<file path="config.mk">
export PLATFORM = sky130hd
export DESIGN_NAME = crpr_crc_unit
export DESIGN_NICKNAME = d
export VERILOG_FILES = /design/src/rtl/crpr_pkg.sv /design/src/rtl/crpr_crc_unit.sv
export SDC_FILE = /design/constraint.sdc
export NUM_CORES = 1
export LEC_CHECK = 0
export BUFFER_PORTS_ARGS = -buffer_cell sky130_fd_sc_hd__buf_4
export CAP_MARGIN = 20
export CORE_AREA = 4 4 41 43
export DETAILED_ROUTE_END_ITERATION = 8
export DIE_AREA = 0 0 45 47
export PLACE_DENSITY = 0.67
export SLEW_MARGIN = 20
export SYNTH_ARGS = -nofsm -noshare
export SYNTH_HDL_FRONTEND = slang
export SYNTH_SLANG_ARGS = --single-unit
</file>
<file path="constraint.sdc">
create_clock -name vclk -period 1.3
set_input_delay 0.26 -clock vclk [all_inputs]
set_output_delay 0.26 -clock vclk [all_outputs]
set_load 0.02 [all_outputs]
</file>
<file path="src/rtl/crpr_pkg.sv">
// Shared constants for the CRC-protected ring record store.
// Field widths, operation and status codes, CRC polynomial, parameter defaults.
// No dependencies.
package crpr_pkg;

   localparam int SLOTS_DEFAULT       = 64;
   localparam int BLOCK_BYTES_DEFAULT = 32;

   localparam int OP_W     = 2;
   localparam int BYTE_W   = 8;
   localparam int SLOT_W   = 6;
   localparam int STATUS_W = 3;
   localparam int CRC_W    = 16;

   localparam logic [CRC_W-1:0] CRC_POLY = 16'h1021;

   localparam logic [OP_W-1:0] OP_WRITE = 2'd0;
   localparam logic [OP_W-1:0] OP_READ  = 2'd1;
   localparam logic [OP_W-1:0] OP_CLEAR = 2'd2;

   localparam logic [STATUS_W-1:0] ST_COMMITTED = 3'd0;
   localparam logic [STATUS_W-1:0] ST_READ_BYTE = 3'd1;
   localparam logic [STATUS_W-1:0] ST_EMPTY     = 3'd2;
   localparam logic [STATUS_W-1:0] ST_MISMATCH  = 3'd3;
   localparam logic [STATUS_W-1:0] ST_CLEARED   = 3'd4;

endpackage

</file>
<file path="src/rtl/crpr_crc_unit.sv">
// CRC-16/XMODEM byte step: folds one byte into a running CRC, MSB first.
// Depends on crpr_pkg.
module crpr_crc_unit (
   input  logic [crpr_pkg::CRC_W-1:0]  crc_in,
   input  logic [crpr_pkg::BYTE_W-1:0] data_in,
   output logic [crpr_pkg::CRC_W-1:0]  crc_out
);
   import crpr_pkg::*;

   always_comb begin
      logic [CRC_W-1:0] c;
      c = crc_in ^ {data_in, {(CRC_W-BYTE_W){1'b0}}};
      for (int k = 0; k < BYTE_W; k++) begin
         if (c[CRC_W-1]) begin
            c = {c[CRC_W-2:0], 1'b0} ^ CRC_POLY;
         end else begin
            c = {c[CRC_W-2:0], 1'b0};
         end
      end
      crc_out = c;
   end

endmodule

</file>
======== Yosys cells after proc, flatten, opt, wreduce, memory -nomap -nowiden ========
Index checks and enable logic that the tools add are counted.
word-level totals
  output and inout port bits .............. 16
  logic and storage cells ................. 17
  bits of input ports ..................... 24
  register bits after elaboration ......... 0
operators by class
  muxes and demuxes ....................... 8
  bitwise logic cells ..................... 9
operators by type and width
  cell                count
  13-bit two-way mux  8
  3-bit NOT           8
  16-bit XOR          1

======== Logic depth before layout (Yosys ltp) ========
  depth after elaboration ................. 17
  mapped depth ............................ 3
  gate-level depth less buffers ........... 3

======== Worst setup path before layout ========
No wires, ideal clock.
  kind .................................... input -> output
  start ................................... input data_in[4] (netlist name)
  end ..................................... output crc_out[0] (netlist name)
  path slack .............................. -0.060 ns
  data required time ...................... 1.040 ns
  arrival time ............................ 1.100 ns
  path buffers ............................ 0
  stages on the path ...................... 3
  cells stage by stage .................... xnor2_2 > inv_1 > xnor2_1
on the way
  word-level cells in the longest chain between the ends .. 3
RTL lines
  element                          RTL line             source
  from (decl)                      crpr_crc_unit.sv:5   input logic [crpr_pkg::BYTE_W-1:0] data_in,
  16-bit XOR                       crpr_crc_unit.sv:12  c = crc_in ^ {data_in, {(CRC_W-BYTE_W){1'b0}}};
  13-bit two-way mux (2 in a row)  crpr_crc_unit.sv:14  if (c[CRC_W-1]) begin
  to (decl)                        crpr_crc_unit.sv:6   output logic [crpr_pkg::CRC_W-1:0] crc_out
Every way passes these cells.

======== Final worst setup path ========
  start ................................... input crc_in[4] (netlist name)
  end ..................................... output crc_out[12] (netlist name)
on the way
  word-level cells in the longest chain between the ends .. 11
RTL lines
  element                              RTL line             source
  from (decl)                          crpr_crc_unit.sv:4   input logic [crpr_pkg::CRC_W-1:0] crc_in,
  16-bit XOR (*)                       crpr_crc_unit.sv:12
  3-bit NOT (no source line)           --
  13-bit two-way mux (*) (7 in a row)  crpr_crc_unit.sv:14
  3-bit NOT (no source line)           --
  13-bit two-way mux (*)               crpr_crc_unit.sv:14
Every way passes the cells marked *; elsewhere a longest branch is shown, timed or not.

==> results_dict.tcl <==
set metrics [dict create \
    p_per_area_nw_per_um2 819.3 \
    ys_top_cells_by_area "xnor3_1 23%, xnor2_1 18%, xor3_4 14%, xnor2_2 12%, xor3_1 12%" \
    route.detailed.drc 0 \
    rsz0062_at_grt "true" \
    setup_viol 13 \
    firstDrtPassIters 1 \
    fmaxAchievable_ghz 0.7067 \
    utilization_pct 83.75 \
    first_global_vias 455 \
    grt_max_degree 6 \
    grt-ovfl-total 0 \
    syn_avg_cell_area_um2 15.82 \
    seq_power_share_pct 0 \
    cp.required_ns 1.04 \
    ys_seq_area_share_pct 0 \
    wire_per_inst_um 13.58 \
    n_antenna_cell 0 \
    switching_share_pct 39.33 \
    critPathLaunchType "input port" \
    worst_slew_pin_slew_ns 0.2464 \
    yosysTopAreaCellShare_pct 22.78 \
    syn2layout_area_growth_pct 175.6 \
    fin_crit_ns 1.415 \
    crit_fanout 1 \
    gp_congestion 0.6631 \
    grt_first_pass_wirelength_um 1787 \
    slew_headroom_pct 83.57 \
    synth_most_common_cell "xnor2_1" \
    route.vias.total 406 \
    io_pins 40 \
    initial_utilization_pct 30.38 \
    critPathLaunch "crc_in[4]" \
    n_clock_buffer 0 \
    setup_ws_ns -0.1151 \
    final_nets 106 \
    floorplan.die.width_um 45 \
    critPathSlowestCell "xnor3_4" \
    cp.arrival_ns 1.16 \
    maxCapViolations 0 \
    avgViaCountPerCell 4.274 \
    ff_latch_area_um2 0 \
    syn_inst 25 \
    placementRows 13 \
    grt_usage_pct 11.35 \
    ir_drop_uv 519.4 \
    leakage_uw 0.0005686 \
    dpl.hpwl_um 957.1 \
    fillers 69 \
    core_area_um2 1301 \
    ant_nets 0 \
    yosysWarnings 0 \
    p_int_uw 541.7 \
    failed_checks "setup timing" \
    min_path_type "in2out" \
    portBuffers 40 \
    hp-start "crc_in[3]" \
    status "complete, but fails checks" \
    fin_total_pwr_uw 892.8 \
    final-hold-violation-count 0 \
    yosys.cell_types.count 9 \
    pwr-share-clk_pct 0 \
    p_comb_share_pct 100.0 \
    drtIter0Drc 0 \
    yosys.area.top_type "xnor3_1" \
    criticalPathCategory "in2out" \
    endpoint_kind "output pin" \
    switchingPower_uw 351.1 \
    syn-cell-area_um2 395.4 \
    drive_gt1_share_pct 90.00 \
    post-route-period-util_pct 108.9 \
    die_h_um 47 \
    drt_wl_total_um 1290 \
    path_cells "buf_4, xnor3_4, xnor3_1, buf_6" \
    critPathMaxStageDelay_ns 0.46 \
    maxSlewViolCount 0 \
    antenna_found_initial 0 \
    synth_fp_nets 49 \
    n_sequential_cell 0 \
    yosys-top-cells-count "8 x xnor2_1, 4 x xnor3_1, 3 x xnor2_2, 3 x xor2_1" \
    dieArea_um2 2115 \
]
==> critical path: cells and delay by family <==
| kind | cells | cell delay, ns |
|---|---|---|
| xor+xnor | 2 | 0.70 |
| buf+inv | 2 | 0.20 |
==> power by group through the flow <==
stage	combinational [uW]	clock, uW	sequential [uW]
finish	893	0	0
global route	937	0	0
CTS	865	0	0
detailed placement	724	0	0
global placement	712	0	0
floorplan	410	0	0
==> per-stage QoR <==
step                      cells  hold WS [ns]  setup slack, ns  area [um2]  setup TNS (ns)
after global placement       91        0.8047          -0.1585       830.8          -1.268
after CTS                    96        0.8064          -0.1255        1030          -1.059
after detailed placement     91        0.8062          -0.2047       830.8          -1.673
after floorplan              25        0.6624        0.0009565       429.2               0
final                        95        0.8165          -0.1151        1090         -0.8355
after global routing         95        0.8260          -0.1498        1090          -1.296
==> cell usage in the layout (no fill, tap or decap) <==
master	synthesis	layout
buf_6	0	23
xnor2_2	3	4
inv_1	1	1
xnor3_4	1	1
xnor3_2	0	3
buf_4	0	25
xor2_1	3	3
xor3_1	2	2
xnor2_1	8	1
xnor3_1	4	1
buf_8	0	7
xnor2_4	1	7
xor3_4	2	2
==> per-layer routing <==
layer | global-route usage, % | share of wire [%]
met1 | 10.12 | 22
met2 | 27.68 | 67
met3 | 0.3831 | 11
met4 | 0 | 0
met5 | 0 | 0
==> final cells by class <==
type / instances / area [um2] / area share [%]
well taps: 15 / 18.77 / 1.722
inverters: 1 / 3.754 / 0.3444
repair buffers: 55 / 551.8 / 50.63
multi-input cells: 24 / 515.5 / 47.30
==> cell families after synthesis <==
kind of cell,Yosys count,share of synthesized area (%)
xor+xnor,24,99.06
buf+inv,1,0.9485
==> what timing repair did <==
action	CTS	global route
hold buffers	0	0
pin swaps	13	9
setup endpoints to repair	13	14
setup buffers	5	2
gates resized for setup	32	16
==> final timing paths <==
path,depth (start not counted),slack (ns),to
max,4,-0.12,crc_out[12]
min,3,0.82,crc_out[11]
(Power assumes the default switching activity.)
