## src/rtl/crpr_ram.sv

```systemverilog
// Generic simple dual-port RAM: one write port, one registered read port.
// No dependencies.
module crpr_ram #(
   parameter int  WIDTH  = 8,
   parameter int  DEPTH  = 32,
   localparam int ADDR_W = (DEPTH > 1) ? $clog2(DEPTH) : 1
) (
   input  logic              clock,
   input  logic              wr_en,
   input  logic [ADDR_W-1:0] wr_addr,
   input  logic [WIDTH-1:0]  wr_data,
   input  logic [ADDR_W-1:0] rd_addr,
   output logic [WIDTH-1:0]  rd_data
);

   logic [WIDTH-1:0] mem_ff [DEPTH];
   logic [WIDTH-1:0] rd_data_ff;

   always_ff @(posedge clock) begin
      if (wr_en) begin
         mem_ff[wr_addr] <= wr_data;
      end
      rd_data_ff <= mem_ff[rd_addr];
   end

   assign rd_data = rd_data_ff;

endmodule

```

## config.mk

```make
export PLATFORM = sky130hd
export DESIGN_NAME = crpr_ram
export DESIGN_NICKNAME = d
export VERILOG_FILES = /design/src/rtl/crpr_ram.sv
export SDC_FILE = /design/constraint.sdc
export NUM_CORES = 1
export LEC_CHECK = 0
export BUFFER_PORTS_ARGS = -buffer_cell sky130_fd_sc_hd__buf_2
export CAP_MARGIN = 20
export CORE_MARGIN = 5
export CORE_UTILIZATION = 60
export CTS_BUF_LIST = sky130_fd_sc_hd__clkbuf_4
export DETAILED_ROUTE_END_ITERATION = 10
export HOLD_SLACK_MARGIN = 0.03
export PLACE_DENSITY = 0.78
export RECOVER_POWER = 50
export SKIP_CTS_REPAIR_TIMING = 1
export SLEW_MARGIN = 20
export SYNTH_ARGS = -nofsm -noshare
export SYNTH_HDL_FRONTEND = slang
export SYNTH_SLANG_ARGS = --single-unit
```

## constraint.sdc

```tcl
create_clock -name clock -period 3.6 [get_ports clock]
set_input_delay 0.54 -clock clock [delete_from_list [all_inputs] [get_ports clock]]
set_output_delay 0.54 -clock clock [all_outputs]
set_load 0.01 [all_outputs]
```

After elaboration in Yosys (flattened, before gate mapping)
Memory sizes are Yosys's and may differ from the RTL's. A register that Yosys moved wholly into a read port is not among the register bits.
Index checks and enable logic that the tools add are counted.
- mux-type cells: 2
- operators with widths (operator ; number):
    1-bit two-way mux ; 2
- register bits: 0
- memory bits (writable): 256
- input bits: 20
- output and inout bits: 8
- word-level logic and storage cells: 3
- memories kept: 1
- memories (name ; words ; width ; read ports ; clocked after memory_dff ; wr ports ; line ; source):
    mem_ff ; 32 ; 8 ; 1 ; 1 ; 1 ; 16 ; logic [WIDTH-1:0] mem_ff [DEPTH];

Depth between registers and ports, before layout
Gate-level depths: netlist of run 1.
- word-level depth: 2
- depth in mapped cells: 5
- gate-level depth less buffers: 3

Least setup slack after synthesis of run 1
Ideal clock, no wire load.
- path type: input port to flip-flop
- start: in rd_addr[2]
- end: reg rd_data_ff[0], in the netlist rd_data[0], read port of mem_ff
- library setup time: 0.121 ns
- arrival time: 2.222 ns
- required time: 3.479 ns
- slack: 1.258 ns
- stages: 5
- buffers on the path: 2
- cells stage by stage: clkbuf_1 -> clkbuf_1 -> mux4_2 -> mux4_2 -> mux2_2
- RTL lines (item ; line ; source):
    start: declaration ; 12 ; input logic [ADDR_W-1:0] rd_addr,
    end: declaration ; 17 ; logic [WIDTH-1:0] rd_data_ff;

==> results of run 1 <==
## stage by stage
stage | util [%] | hold WS, ns | cell area, um2 | setup WS, ns
floorplan | - | 0.639 | 10100 | 1.26
global placement | 63.1 | 0.888 | 10400 | 0.760
detailed placement | 63.1 | 0.898 | 10400 | 0.750
CTS | 68.1 | 0.275 | 11300 | 1.47
global route | 68.0 | 0.266 | 11200 | 1.40
finish | 68.0 | 0.324 | 11200 | 1.48
## metal layers
| metal | share of wire [%] | vias up | GRT usage [%] | wire [um] |
|---|---|---|---|---|
| met5 | 0 | - | 0 | 0 |
| li1 | - | 1976 | - | - |
| met3 | 10 | 19 | 6.48 | 2060 |
| met2 | 48 | 259 | 31.5 | 9390 |
| met1 | 40 | 2398 | 31.0 | 7920 |
| met4 | 1.4 | 0 | 5.61 | 268 |
## critical path, stage by stage
cell and delay (ns):
buf_4 0.36, buf_4 0.37, mux4_2 0.59, mux4_2 0.52
mux2_2 0.29
## flip-flops by register name (all words and copies together), names as in the netlist
name and cells:
rd_data 8, mem_ff 256
## power by group
| group | total [mW] | switching, mW | internal [mW] |
|---|---|---|---|
| sequential | 3.44 | 0.0208 | 3.42 |
| clock | 2.42 | 1.10 | 1.32 |
| combinational | 0.312 | 0.176 | 0.136 |
## placed cells by master, fill, tap and decap left out, drive strengths merged
cell type / count
clkinv: 17
edfxtp: 256
nand3: 2
nand2: 1
or3b: 3
mux2: 8
nor2: 33
buf: 23
mux4: 80
dfxtp: 8
nand3b: 5
bufinv: 2
clkbuf: 102
or3: 1
inv: 1
## kinds of logic after synthesis
family / after synthesis
mux: 88
flops: 264
simple gates: 45
buf+inv: 20
## worst max-delay path by stage
| stage | from | endpoint | slack, ns | depth (start not counted) |
|---|---|---|---|---|
| finish | rd_addr[0] | rd_data[5] | 1.48 | 5 |
| CTS | rd_addr[0] | rd_data[6] | 1.47 | 5 |
| floorplan | rd_addr[2] | rd_data[0] | 1.26 | 5 |
| global placement | rd_addr[0] | rd_data[6] | 0.76 | 5 |
| global route | rd_addr[0] | rd_data[6] | 1.40 | 5 |
| detailed placement | rd_addr[0] | rd_data[6] | 0.75 | 5 |
## layout make-up
type                       instances  share of cell area (%)
sequential                       264                    69.8
multi-input combinational        133                    18.7
clock buffer                      93                    6.21
tap                              220                    2.45
timing repair buffer              32                    1.68
clock inverter                    20                    1.17
==> results.ini, run 1 <==
[logic_synthesis]
syn_area_um2 = 10100
synth_edf_count = 256
yosysWarnings = 0
syn_area_per_cell_um2 = 24.1
synth_commonest_cells = edfxtp_1, mux4_2, nor2_1
synth_mux_area_share_pct = 18.8
synthXorXnorAreaFrac_pct = 0
synth_area_leaders = edfxtp_1, mux4_2, dfxtp_1, nor2_1, mux2_2
ys_types = 15
ys_seq_area_share_pct = 78.1
ys_ff_latch = 264
synth-compound-area-share_pct = 0
post_synth_fa_ha_maj_area_fraction_pct = 0
yosys.cell_count.top_type = edfxtp_1
synth_largest_area_cell = edfxtp_1
synth_cells = 417
async_reset_ff_share_pct = 0
yosysTopAreaCellShare_pct = 76.5
synthSimpleGateAreaFrac_pct = 2.07
synth_nets = 437
synth_top_family_by_area = multiplexers
synth_ff_type = edfxtp_1

[worst_setup_path]
crit_type = in -> reg
worstRegToRegCells = 3
crit_required_ns = 4.15
cp-start-kind = input pin
arrival_ns = 2.67
end_kind = flip-flop
r2r_start = mem_ff[7][4]
cp_max_fo = 20
r2r_end = rd_data[4]
rrSetupSlack_ns = 1.78

[final_layout]
multiInputGateArea_um2 = 2100
final_nets = 512
antenna_cells = 0
stdcell_count = 762
fillers = 1036
drive_above_1_share_pct = 39.3
regArea_um2 = 7850
syn2layout_area_growth_pct = 11.8

[grt]
grt_first_pass_wirelength_mm = 29.9
grt_max_degree = 48
gr-total-overflow = 0
antenna_found_initial = 0
grtUsageTotal_pct = 21.0
grt_pass1_vias = 4839

[clock_tree]
ctsRootBufferMaster = clkbuf_4
htreeDepth = 2
clock-sinks = 264
cts_buffer_depth = 3
insertion_delay_ns = 0.66
cts_buffers = 61
cts_tree = done
clk_transition_reported_paths_ns = 0.07

[sta]
period_minus_slack_ns = 2.12
min_period_over_period_pct = 59.0
max_freq_mhz = 471
fin_setup_tns_ns = 0
relSlewSlack_pct = -4.14
worst_clock_skew_ns = 0.0246
worst_pin_slew_ns = 1.56
finalSetupViolCount = 0
finalHoldViolations = 0
rsz0062_at_grt = no
report.final.slew_viol_count = 66

[route]
initialDrtViolationCount = 438
avgViaCountPerCell = 6.10
avgRoutedWirePerCell_um = 25.8
dr.pass1.iters = 5
antenna_left = 0
drc = 0
routed_wirelength_mm = 19.6
via_count = 4652

[placed_design]
io_buffers = 27
dp.cells = 649
hpwl_mm = 12.3
gp_congestion = 0.788

[floorplanning]
pin_count = 28
die_w_um = 139
die-area_um2 = 19400
core_region_area_um2 = 16500
num_rows = 47
start_util_pct = 60.8
dieHeight_um = 139

[flow_run]
max_cap_viol_count = 3

[power]
irDropWorstVdd_v = 0.000277
power_mw = 6.17
leakagePower_nw = 3.58
p_per_area_nw_per_um2 = 549

[hold_path]
hold_depth = 2
min_path_type = in -> reg
min_from = rd_addr[3]
hold_end = rd_data[2]

[run_status]
status = complete, but fails checks
violations = capacitance limit, slew limit

(Power assumes the default switching activity.)
==> run 2, diff against run 1 <==
--- a/config.mk
+++ b/config.mk
@@ -8,11 +8,11 @@
 export BUFFER_PORTS_ARGS = -buffer_cell sky130_fd_sc_hd__buf_2
 export CAP_MARGIN = 20
 export CORE_MARGIN = 5
-export CORE_UTILIZATION = 60
+export CORE_UTILIZATION = 58
 export CTS_BUF_LIST = sky130_fd_sc_hd__clkbuf_4
 export DETAILED_ROUTE_END_ITERATION = 10
 export HOLD_SLACK_MARGIN = 0.03
-export PLACE_DENSITY = 0.78
+export PLACE_DENSITY = 0.79
 export RECOVER_POWER = 50
 export SKIP_CTS_REPAIR_TIMING = 1
 export SLEW_MARGIN = 20
==> constraint.sdc (replaced) <==
create_clock -name clock -period 1.75 [get_ports clock]
set_input_delay 0.2625 -clock clock [delete_from_list [all_inputs] [get_ports clock]]
set_output_delay 0.2625 -clock clock [all_outputs]
set_load 0.01 [all_outputs]
==> run 2 against run 1 <==
- the flow finishes with violations (setup timing)
- final cell count increased by 6.0%
- non-clock buffer count is 44 higher
- first-iteration DRC count grew 36%
- count of clock-buffer cells in the layout grew 7
- clock skew up 0.019 ns
- sequential power increased by 110%
- clock power up 97%
- critical path depth decreased by 2
- flip-flop and latch count did not move
- total power up 100%
- wire length increased by 6.1%
- critical path type is now reg -> reg
- largest power group unchanged
- highest routed layer unchanged
==> results.ini, run 2 (same netlist as run 1, synthesis figures left out) <==
[worst_setup_path]
cp-start-kind = flip-flop
worstRegToRegCells = 3  ; unchanged
r2r_start = mem_ff[13][6]
r2r_end = rd_data[6]
crit_required_ns = 2.29  ; -1.86 ns
cp_max_fo = 1  ; -95%
rrSetupSlack_ns = -0.06  ; -1.84 ns
arrival_ns = 2.34  ; -0.33 ns
crit_type = reg -> reg
end_kind = flip-flop

[power]
pwr-share-seq_pct = 56.4  ; +0.7 points
p_int_mw = 9.92  ; +100%
clkPwrFrac_pct = 38.0  ; -1.2 points
switchingPower_mw = 2.62  ; +100%
irDropWorstVdd_v = 0.000518  ; +87%
combPwrFrac_pct = 5.6  ; +0.5 points
swShare_pct = 20.9  ; -0.066 points
leakagePower_nw = 3.82  ; +6.8%
p_per_area_nw_per_um2 = 1080  ; +97%

[route]
avgRoutedWirePerCell_um = 25.8  ; about the same
dr.pass1.iters = 5  ; unchanged
antenna_left = 0  ; unchanged
drc = 0  ; unchanged
initialDrtViolationCount = 595  ; +36%
routed_wirelength_mm = 20.8  ; +6.1%
avgViaCountPerCell = 6.13  ; +0.35%
via_count = 4950  ; +6.4%

[final_layout]
final_area_um2 = 11600  ; +3.3%
drive_above_1_share_pct = 44.2  ; +4.9 points
syn2layout_area_growth_pct = 15.5
largest_reg_flops = 256  ; unchanged
mostFrequentLayoutCells = edfxtp_1, clkbuf_4, mux4_2, buf_4, nor2_1
regMostFlops = mem_ff
final_nets = 554  ; +8.2%
mostFrequentLayoutCell = edfxtp_1
fillers = 1083  ; +4.5%

[clock_tree]
clk_transition_reported_paths_ns = 0.07  ; about the same
cts_buffers = 59  ; -3.3%
clock-sinks = 264  ; unchanged
htreeDepth = 2  ; unchanged
insertion_delay_ns = 0.66  ; about the same
cts_tree = done
ctsRootBufferMaster = clkbuf_4
cts_buffer_depth = 3  ; unchanged

[grt]
antenna_found_initial = 1  ; +1
grt_max_degree = 33  ; -31%
grt_first_pass_wirelength_mm = 32.1  ; +7.5%
grt_pass1_vias = 5177  ; +7.0%
grtUsageTotal_pct = 22.1  ; +1.0 points
gr-total-overflow = 0  ; unchanged

[sta]
rsz0062_at_grt = yes
worst_clock_skew_ns = 0.0436  ; +0.0190 ns
fin_setup_tns_ns = -0.149  ; -0.149 ns
worst_pin_slew_ns = 1.48  ; -0.0794 ns
min_period_over_period_pct = 103
max_freq_mhz = 553
finalSetupViolCount = 5  ; +5
relSlewSlack_pct = 1.16  ; +5.3 points
report.final.slew_viol_count = 0  ; -100%
finalHoldViolations = 0  ; unchanged
period_minus_slack_ns = 1.81
setup_ws_ns = -0.0588  ; -1.54 ns

[floorplanning]
dieHeight_um = 142  ; +1.6%
die-area_um2 = 20100  ; +3.2%
core_region_area_um2 = 17200  ; +3.9%
pin_count = 28  ; unchanged
start_util_pct = 58.5  ; -2.3 points
die_w_um = 142  ; +1.6%
num_rows = 48  ; +2.1%

[run_status]
violations = setup timing
status = complete, but fails checks

[placed_design]
hpwl_mm = 13.5  ; +9.7%
gp_congestion = 0.788  ; about the same
dpl-instance-area_um2 = 10800  ; +3.9%
io_buffers = 27  ; unchanged

[flow_run]
max_cap_viol_count = 0  ; -3

[hold_path]
hold_end = rd_data[1]
min_from = rd_addr[1]
hold_depth = 3  ; +1
min_path_type = in -> reg

## run 2: area by class of cell
cell class / instances / area, um2 / share of cell area [%]
Antenna cell: 1 / 2.50 / 0.0216
Clock buffer: 100 / 751 / 6.47
Clock inverter: 9 / 33.8 / 0.291
Multi-Input combinational cell: 133 / 2110 / 18.2
Sequential cell: 264 / 7850 / 67.6
Tap cell: 225 / 282 / 2.43
Timing Repair Buffer: 76 / 586 / 5.04
## run 2: critical path, stage by stage (launching register included)
cell and delay [ns]:
edfxtp_1 0.37, mux4_2 0.54, mux4_2 0.53, mux2_2 0.28
## run 2: how the worst max path moves through the flow
stage	from	to	slack [ns]
floorplan	rd_addr[0]	rd_data[0]	-0.11
global placement	rd_addr[0]	rd_data[5]	-0.41
detailed placement	rd_addr[0]	rd_data[5]	-0.42
CTS	mem_ff[13][6]	rd_data[6]	-0.06
global route	mem_ff[13][5]	rd_data[5]	-0.09
finish	mem_ff[13][6]	rd_data[6]	-0.06
## run 2: power groups by stage
stage / sequential (mW) / clock (mW) / combinational (mW)
2_1_floorplan: 7.19 / 0 / 0.405
3_3_place_gp: 7.20 / 0 / 0.684
3_5_place_dp: 7.20 / 0 / 0.711
4_1_cts: 7.06 / 4.87 / 0.711
5_1_grt: 7.07 / 5.27 / 0.755
6_report: 7.07 / 4.76 / 0.706
## run 2: per-stage QoR
| step | worst slack, ns | cells | hold WS (ns) | utilization (%) | total power, mW |
|---|---|---|---|---|---|
| finish | -0.0588 | 808 | 0.175 | 67.6 | 12.5 |
| global route | -0.0851 | 808 | 0.134 | 67.6 | 13.1 |
| CTS | -0.0573 | 806 | 0.0144 | 67.6 | 12.6 |
| detailed placement | -0.424 | 697 | 0.692 | 63.0 | 7.91 |
| global placement | -0.408 | 697 | 0.696 | 63.0 | 7.88 |
| floorplan | -0.110 | 417 | 0.361 | - | 7.60 |
## run 2: per-layer routing
metal,share of wire [%],vias up,wire length (um),global-route usage [%]
li1,-,2054,-,-
met1,38,2574,7940,31.4
met4,2.0,0,413,6.72
met2,49,293,10200,33.3
met5,0,-,0,0
met3,11,29,2300,7.35
